`src/rtl/qme_pkg.sv`:
```
`timescale 1ns / 1ps
package qme_pkg;

    // Number format and widths
    localparam int FRAC_BITS  = 30;
    localparam int DW         = 32;
    localparam int SW         = 40;
    localparam int PW         = 64;
    localparam int ACC_W      = 36;
    localparam int SH_W       = 7;
    localparam int DIV_DIGITS = ACC_W / 4;
    localparam int CNT_W      = 4;
    localparam int NUM_EL     = 4;
    localparam int NUM_PMOP   = 8;
    localparam int NUM_MOP    = 12;
    localparam int CFG_IW     = 2;

    typedef logic signed [DW-1:0] t_word;
    typedef logic signed [SW-1:0] t_wide;
    typedef logic signed [PW-1:0] t_prod;

    // Element order of the density matrix
    localparam int EL_EXC = 0;
    localparam int EL_GND = 1;
    localparam int EL_CRE = 2;
    localparam int EL_CIM = 3;

    // Configuration register indexes
    localparam logic [CFG_IW-1:0] CFG_GM = 2'd0;
    localparam logic [CFG_IW-1:0] CFG_GP = 2'd1;
    localparam logic [CFG_IW-1:0] CFG_BT = 2'd2;
    localparam logic [CFG_IW-1:0] CFG_DT = 2'd3;

    // Multiply operations of one derivative evaluation
    typedef enum logic [3:0] {
        MOP_DRV = 4'd0,
        MOP_GPG = 4'd1,
        MOP_GME = 4'd2,
        MOP_BDF = 4'd3,
        MOP_GMR = 4'd4,
        MOP_GPR = 4'd5,
        MOP_GMI = 4'd6,
        MOP_GPI = 4'd7,
        MOP_KE  = 4'd8,
        MOP_KG  = 4'd9,
        MOP_KR  = 4'd10,
        MOP_KI  = 4'd11
    } t_mop;

    typedef enum logic [1:0] {
        ARG_STATE = 2'd0,
        ARG_HALF  = 2'd1,
        ARG_FULL  = 2'd2
    } t_arg_sel;

    typedef struct packed {
        logic     load_state;
        logic     arg_en;
        t_arg_sel arg_sel;
        logic     diff_en;
        logic     mul_en;
        t_mop     mul_op;
        logic     d_en;
        logic     acc_en;
        logic     acc_clr;
        logic     acc_dbl;
        logic     div_start;
        logic     div_step;
        logic     commit;
        logic     out_load;
    } t_dp_cmd;

    typedef struct packed {
        logic out_free;
    } t_dp_sts;

    localparam t_word WORD_MAX = t_word'({1'b0, {(DW-1){1'b1}}});
    localparam t_word WORD_MIN = t_word'({1'b1, {(DW-1){1'b0}}});
    localparam t_wide WIDE_MAX = t_wide'({{(SW-DW+1){1'b0}}, {(DW-1){1'b1}}});
    localparam t_wide WIDE_MIN = t_wide'({{(SW-DW+1){1'b1}}, {(DW-1){1'b0}}});
    localparam t_prod PROD_MAX = t_prod'({{(PW-DW+1){1'b0}}, {(DW-1){1'b1}}});
    localparam t_prod PROD_MIN = t_prod'({{(PW-DW+1){1'b1}}, {(DW-1){1'b0}}});

    // One in the fixed-point format, clipped when it does not fit
    localparam t_word ONE_Q = (FRAC_BITS >= DW-1) ? WORD_MAX : t_word'(64'd1 << FRAC_BITS);

    function automatic t_wide wext(input t_word v);
        return t_wide'(v);
    endfunction

    function automatic t_word sat_wide(input t_wide v);
        if (v > WIDE_MAX) begin
            return WORD_MAX;
        end else if (v < WIDE_MIN) begin
            return WORD_MIN;
        end
        return v[DW-1:0];
    endfunction

    function automatic t_word sat_prod(input t_prod v);
        if (v > PROD_MAX) begin
            return WORD_MAX;
        end else if (v < PROD_MIN) begin
            return WORD_MIN;
        end
        return v[DW-1:0];
    endfunction

    // Quotient digit of a value below 96 divided by six
    function automatic logic [3:0] div6_digit(input logic [6:0] v);
        logic [3:0] d;
        d = '0;
        for (int j = 1; j < 16; j++) begin
            if (v >= 7'(6 * j)) begin
                d = 4'(j);
            end
        end
        return d;
    endfunction

endpackage

```
`src/rtl/qme_ctrl.sv`:
```
`timescale 1ns / 1ps
module qme_ctrl import qme_pkg::*; (
    input  logic    i_clk,
    input  logic    i_rst_n,
    input  logic    i_in_valid,
    input  logic    i_in_mode,
    output logic    o_in_ready,
    input  t_dp_sts i_sts,
    output t_dp_cmd o_cmd
);

    typedef enum logic [11:0] {
        S_IDLE   = 12'b0000_0000_0001,
        S_ARG    = 12'b0000_0000_0010,
        S_DIFF   = 12'b0000_0000_0100,
        S_PMUL   = 12'b0000_0000_1000,
        S_PWB    = 12'b0000_0001_0000,
        S_DCALC  = 12'b0000_0010_0000,
        S_KMUL   = 12'b0000_0100_0000,
        S_KWB    = 12'b0000_1000_0000,
        S_ACC    = 12'b0001_0000_0000,
        S_DIV    = 12'b0010_0000_0000,
        S_COMMIT = 12'b0100_0000_0000,
        S_OUT    = 12'b1000_0000_0000
    } t_state;

    t_state           r_state, n_state;
    logic [1:0]       r_stage, n_stage;
    logic [CNT_W-1:0] r_cnt, n_cnt;

    // Advance the sequencer
    always_ff @(posedge i_clk) begin
        if (!i_rst_n) begin
            r_state <= S_IDLE;
            r_stage <= '0;
            r_cnt   <= '0;
        end else begin
            r_state <= n_state;
            r_stage <= n_stage;
            r_cnt   <= n_cnt;
        end
    end

    // Decode state into datapath commands
    always_comb begin
        n_state    = r_state;
        n_stage    = r_stage;
        n_cnt      = r_cnt;
        o_cmd      = '0;
        o_cmd.arg_sel = ARG_STATE;
        o_cmd.mul_op  = MOP_DRV;
        o_in_ready = 1'b0;
        case (r_state)
            S_IDLE: begin
                o_in_ready = 1'b1;
                if (i_in_valid) begin
                    if (i_in_mode) begin
                        o_cmd.load_state = 1'b1;
                        n_state = S_OUT;
                    end else begin
                        n_stage = '0;
                        n_state = S_ARG;
                    end
                end
            end
            S_ARG: begin
                o_cmd.arg_en = 1'b1;
                case (r_stage)
                    2'd0:    o_cmd.arg_sel = ARG_STATE;
                    2'd3:    o_cmd.arg_sel = ARG_FULL;
                    default: o_cmd.arg_sel = ARG_HALF;
                endcase
                n_state = S_DIFF;
            end
            S_DIFF: begin
                o_cmd.diff_en = 1'b1;
                n_cnt   = '0;
                n_state = S_PMUL;
            end
            S_PMUL: begin
                o_cmd.mul_en = 1'b1;
                o_cmd.mul_op = t_mop'(r_cnt);
                if (r_cnt == CNT_W'(NUM_PMOP - 1)) begin
                    n_cnt   = '0;
                    n_state = S_PWB;
                end else begin
                    n_cnt = r_cnt + 1'b1;
                end
            end
            S_PWB: begin
                n_state = S_DCALC;
            end
            S_DCALC: begin
                o_cmd.d_en = 1'b1;
                n_cnt   = '0;
                n_state = S_KMUL;
            end
            S_KMUL: begin
                o_cmd.mul_en = 1'b1;
                o_cmd.mul_op = t_mop'(CNT_W'(NUM_PMOP) + r_cnt);
                if (r_cnt == CNT_W'(NUM_MOP - NUM_PMOP - 1)) begin
                    n_cnt   = '0;
                    n_state = S_KWB;
                end else begin
                    n_cnt = r_cnt + 1'b1;
                end
            end
            S_KWB: begin
                n_state = S_ACC;
            end
            S_ACC: begin
                o_cmd.acc_en  = 1'b1;
                o_cmd.acc_clr = (r_stage == 2'd0);
                o_cmd.acc_dbl = (r_stage == 2'd1) || (r_stage == 2'd2);
                if (r_stage == 2'd3) begin
                    n_cnt   = '0;
                    n_state = S_DIV;
                end else begin
                    n_stage = r_stage + 1'b1;
                    n_state = S_ARG;
                end
            end
            S_DIV: begin
                if (r_cnt == '0) begin
                    o_cmd.div_start = 1'b1;
                end else begin
                    o_cmd.div_step = 1'b1;
                end
                if (r_cnt == CNT_W'(DIV_DIGITS)) begin
                    n_state = S_COMMIT;
                end else begin
                    n_cnt = r_cnt + 1'b1;
                end
            end
            S_COMMIT: begin
                o_cmd.commit = 1'b1;
                n_state = S_OUT;
            end
            S_OUT: begin
                // hold until the output register is free
                if (i_sts.out_free) begin
                    o_cmd.out_load = 1'b1;
                    n_state = S_IDLE;
                end
            end
            default: begin
                n_state = S_IDLE;
            end
        endcase
    end

endmodule

```
`config.mk`:
```
export PLATFORM = sky130hd
export DESIGN_NAME = qme_ctrl
export DESIGN_NICKNAME = d
export VERILOG_FILES = /design/src/rtl/qme_pkg.sv /design/src/rtl/qme_ctrl.sv
export SDC_FILE = /design/constraint.sdc
export NUM_CORES = 1
export LEC_CHECK = 0
export ABC_AREA = 0
export BUFFER_PORTS_ARGS = -buffer_cell sky130_fd_sc_hd__buf_4
export CAP_MARGIN = 10
export CORE_UTILIZATION = 50
export CTS_CLUSTER_DIAMETER = 50
export DETAILED_ROUTE_END_ITERATION = 10
export PLACE_DENSITY = 0.76
export SLEW_MARGIN = 20
export SYNTH_ARGS = -nofsm -noshare
export SYNTH_HDL_FRONTEND = slang
export SYNTH_SLANG_ARGS = --single-unit
```
`constraint.sdc`:
```
create_clock -name i_clk -period 2.46 [get_ports i_clk]
set_clock_uncertainty 0.05 [all_clocks]
set_input_delay 0.246 -clock i_clk [delete_from_list [all_inputs] [get_ports i_clk]]
set_output_delay 0.246 -clock i_clk [all_outputs]
set_load 0.02 [all_outputs]
```
==> results.sh <==
export IMPL_worstSetupPathType="reg2reg"
export IMPL_hold_viol=0
export IMPL_critical_path_startpoint_type="flop"
export IMPL_critPathMaxFanout=4
export IMPL_cts_hold_buffers=0
export IMPL_core_area_mm2=0.002522
export IMPL_route_antenna_remaining_nets=0
export IMPL_unrepaired_setup_endpoints_after_global_routing="no"
export IMPL_timing_critical_path_arrival_ns=2.58
export IMPL_critPathCaptureType="flop"
export IMPL_clock_sinks=18
export IMPL_dp_hpwl_um=2726
export IMPL_ys_dominant_reg_cell="sky130_fd_sc_hd__dfxtp_1"
export IMPL_die_height_um=54.28
export IMPL_cts_reportedPaths_clkPinSlew_ns=0.11
export IMPL_drt_pass1_iterations=4
export IMPL_htree_num_levels=1
export IMPL_num_vias=1387
export IMPL_max_freq_mhz=411.9
export IMPL_grt_first_pass_wirelength_um=5692
export IMPL_worst_ep_required_time_ns=2.61
export IMPL_layout_cells_most_common="sky130_fd_sc_hd__buf_4"
export IMPL_maxSlewHeadroom_pct=65.16
export IMPL_drt_first_iter_violations=47
export IMPL_area_growth_syn_to_layout_pct=24.54
export IMPL_initial_utilization_pct=54.17
export IMPL_worst_ir_drop_vdd_uv=270.1
export IMPL_cp_num_buf_inv=0
export IMPL_critical_path_cell_chain="or4_4, or4_4, or4b_4, nand3_1, nor2_1, o211a_1"
export IMPL_min_delay_path_class="in2reg"
export IMPL_area_of_the_die_mm2=0.002946
export IMPL_final_net_count=214
export IMPL_synth_seq_area_share_pct=26.37
export IMPL_dp_worst_setup_slack_ns=0.02042
export IMPL_most_common_layout_cells="sky130_fd_sc_hd__buf_4 (41), sky130_fd_sc_hd__nor2_1 (18), sky130_fd_sc_hd__dfxtp_1 (15)"
export IMPL_timing_setup_tns_ns=0
export IMPL_clk_insertion_delay_late_ns=0.29
export IMPL_layout_setup_ws_ns=0.03227
export IMPL_detail_route_wl_per_cell_um=15.50
export IMPL_finalWorstPathRequiredPeriod_ns=2.428
export IMPL_synth_lib_cells_used_distinct=51
export IMPL_die_x_um=54.28
export IMPL_layout_drive_gt1_share_pct=33.66
export IMPL_gp_routability_congestion=0.8994
export IMPL_cellPowerDensity_mw_per_mm2=387.9
export IMPL_worst_path_max_delay_cell="sky130_fd_sc_hd__or4b_4"
export IMPL_outcome="finished clean"
export IMPL_tightestPinTransition_ns=0.5153
export IMPL_crit_path_frequent_cell="sky130_fd_sc_hd__or4_4"
export IMPL_overflow=0
export IMPL_synth_fp_nets=180
export IMPL_numCtsBuffers=3
export IMPL_num_antenna_cells=0
export IMPL_synth_area_mm2=0.001366
export IMPL_first_global_vias=1270
export IMPL_pin_count_of_the_biggest_net_entering_global_routing=11
export IMPL_post_route_drc_count=0
export IMPL_buffers_on_ports=23
export IMPL_drv_slew=0
export IMPL_ys_seq_elements=18
export IMPL_clk_root_buffer_cell="sky130_fd_sc_hd__clkbuf_4"
export IMPL_crit_path_largest_cell_delay_ns=0.54
export IMPL_r2r_slack_ns=0.03
export IMPL_grtUsageTotal_pct=27.14
export IMPL_antenna_violations_before_repair=0
export IMPL_leakagePower_uw=0.0007574
export IMPL_setup_viol=0
export IMPL_cts_max_path_buffers=2
export IMPL_postSynthAreaPerCell_um2=8.037
export IMPL_fp_row_count=18
export IMPL_tritoncts="done"
export IMPL_io_pin_count=24
export IMPL_synth_cells=170
export IMPL_total_power_uw=660.1
export IMPL_total_wire_length_um=3597
export IMPL_critical_path_top_delay_family="simple AND/OR/NAND/NOR gates"
export IMPL_routed_via_density=5.978
export IMPL_layout_worst_path_cycle_share_pct=98.69
export IMPL_yosys_warnings=0
export IMPL_asyncSetResetFlopFracSynth_pct=0
export IMPL_synth_edff_count=0
export IMPL_max_cap_violations=0
==> metrics by stage <==
stage,std cells,util (%),area [um2],hold WS (ns)
finish,232,67.46,1702,0.1918
global route,232,67.46,1702,0.1859
CTS,230,66.07,1667,0.1918
detailed placement,227,64.78,1634,0.5065
global placement,227,64.78,1634,0.4956
floorplan,170,-,1399,0.4258
==> final timing paths <==
path	start	endpoint	cells past startpoint
worst max register to register	r_state[4]$_SDFFE_PN0P_	r_state[11]$_SDFFE_PN0P_	6
worst max-delay path	r_state[4]$_SDFFE_PN0P_	r_state[11]$_SDFFE_PN0P_	6
worst min register to register	r_cnt[3]$_SDFFE_PN0P_	r_cnt[3]$_SDFFE_PN0P_	2
worst min-delay path	i_rst_n	r_stage[0]$_SDFFE_PN0P_	2
==> kinds of logic (layout without fill, tap and decap cells) <==
kind of cell / count (synthesis) / after routing / share of synthesized area (%)
multiplexers: 4 / 4 / 3.022
buffers and inverters: 23 / 55 / 9.981
AO/OA/AOI/OAI: 26 / 26 / 13.65
XOR/XNOR: 3 / 3 / 1.923
AND/OR/NAND/NOR: 91 / 91 / 40.48
adder cells (fa/ha/maj): 5 / 5 / 4.579
flip-flops: 18 / 18 / 26.37
==> routing by layer <==
metal	vias to the layer above	routed length, um	part of all wire, %	track usage (%)
li1	678	-	-	-
met4	0	70	1.9	10.68
met3	9	135	3.8	3.611
met1	665	1591	44	34.34
met5	-	0	0	0
met2	35	1800	50	46.14
==> cell usage after synthesis, types with 5 or more instances <==
library cell	instances	area share [%]
sky130_fd_sc_hd__a21oi_1	7	2.6
sky130_fd_sc_hd__and2_1	7	3.2
sky130_fd_sc_hd__dfxtp_1	18	26
sky130_fd_sc_hd__ha_1	5	4.6
sky130_fd_sc_hd__inv_1	11	3.0
sky130_fd_sc_hd__nand2_1	12	3.3
sky130_fd_sc_hd__nand3_1	5	1.8
sky130_fd_sc_hd__nor2_1	19	5.2
sky130_fd_sc_hd__nor3_1	9	3.3
sky130_fd_sc_hd__nor4_1	8	3.7
==> final cells by class <==
type	count	area, um2
fill	224	820.8
multi-input combinational	129	928.4
timing repair buffer	41	307.8
tap	30	37.54
inverter	11	41.29
sequential	18	364.1
clock buffer	3	22.52
==> registers in the layout, indices dropped and copies added, names as in the netlist <==
signal and count:
r_stage 2, r_state 12, r_cnt 4
==> repair_timing <==
action | CTS | global route
buffers inserted | 0 | 2
pin swaps | 0 | 4
endpoints found under the setup margin | 2 | 9
resized for setup | 2 | 7
==> where the power goes <==
part,switching [uW],internal [uW],total [uW]
combinational,104,84.4,188
clock,96.2,57.0,153
sequential,16.5,302,319
total,217,443,660
(Power assumes the default switching activity.)
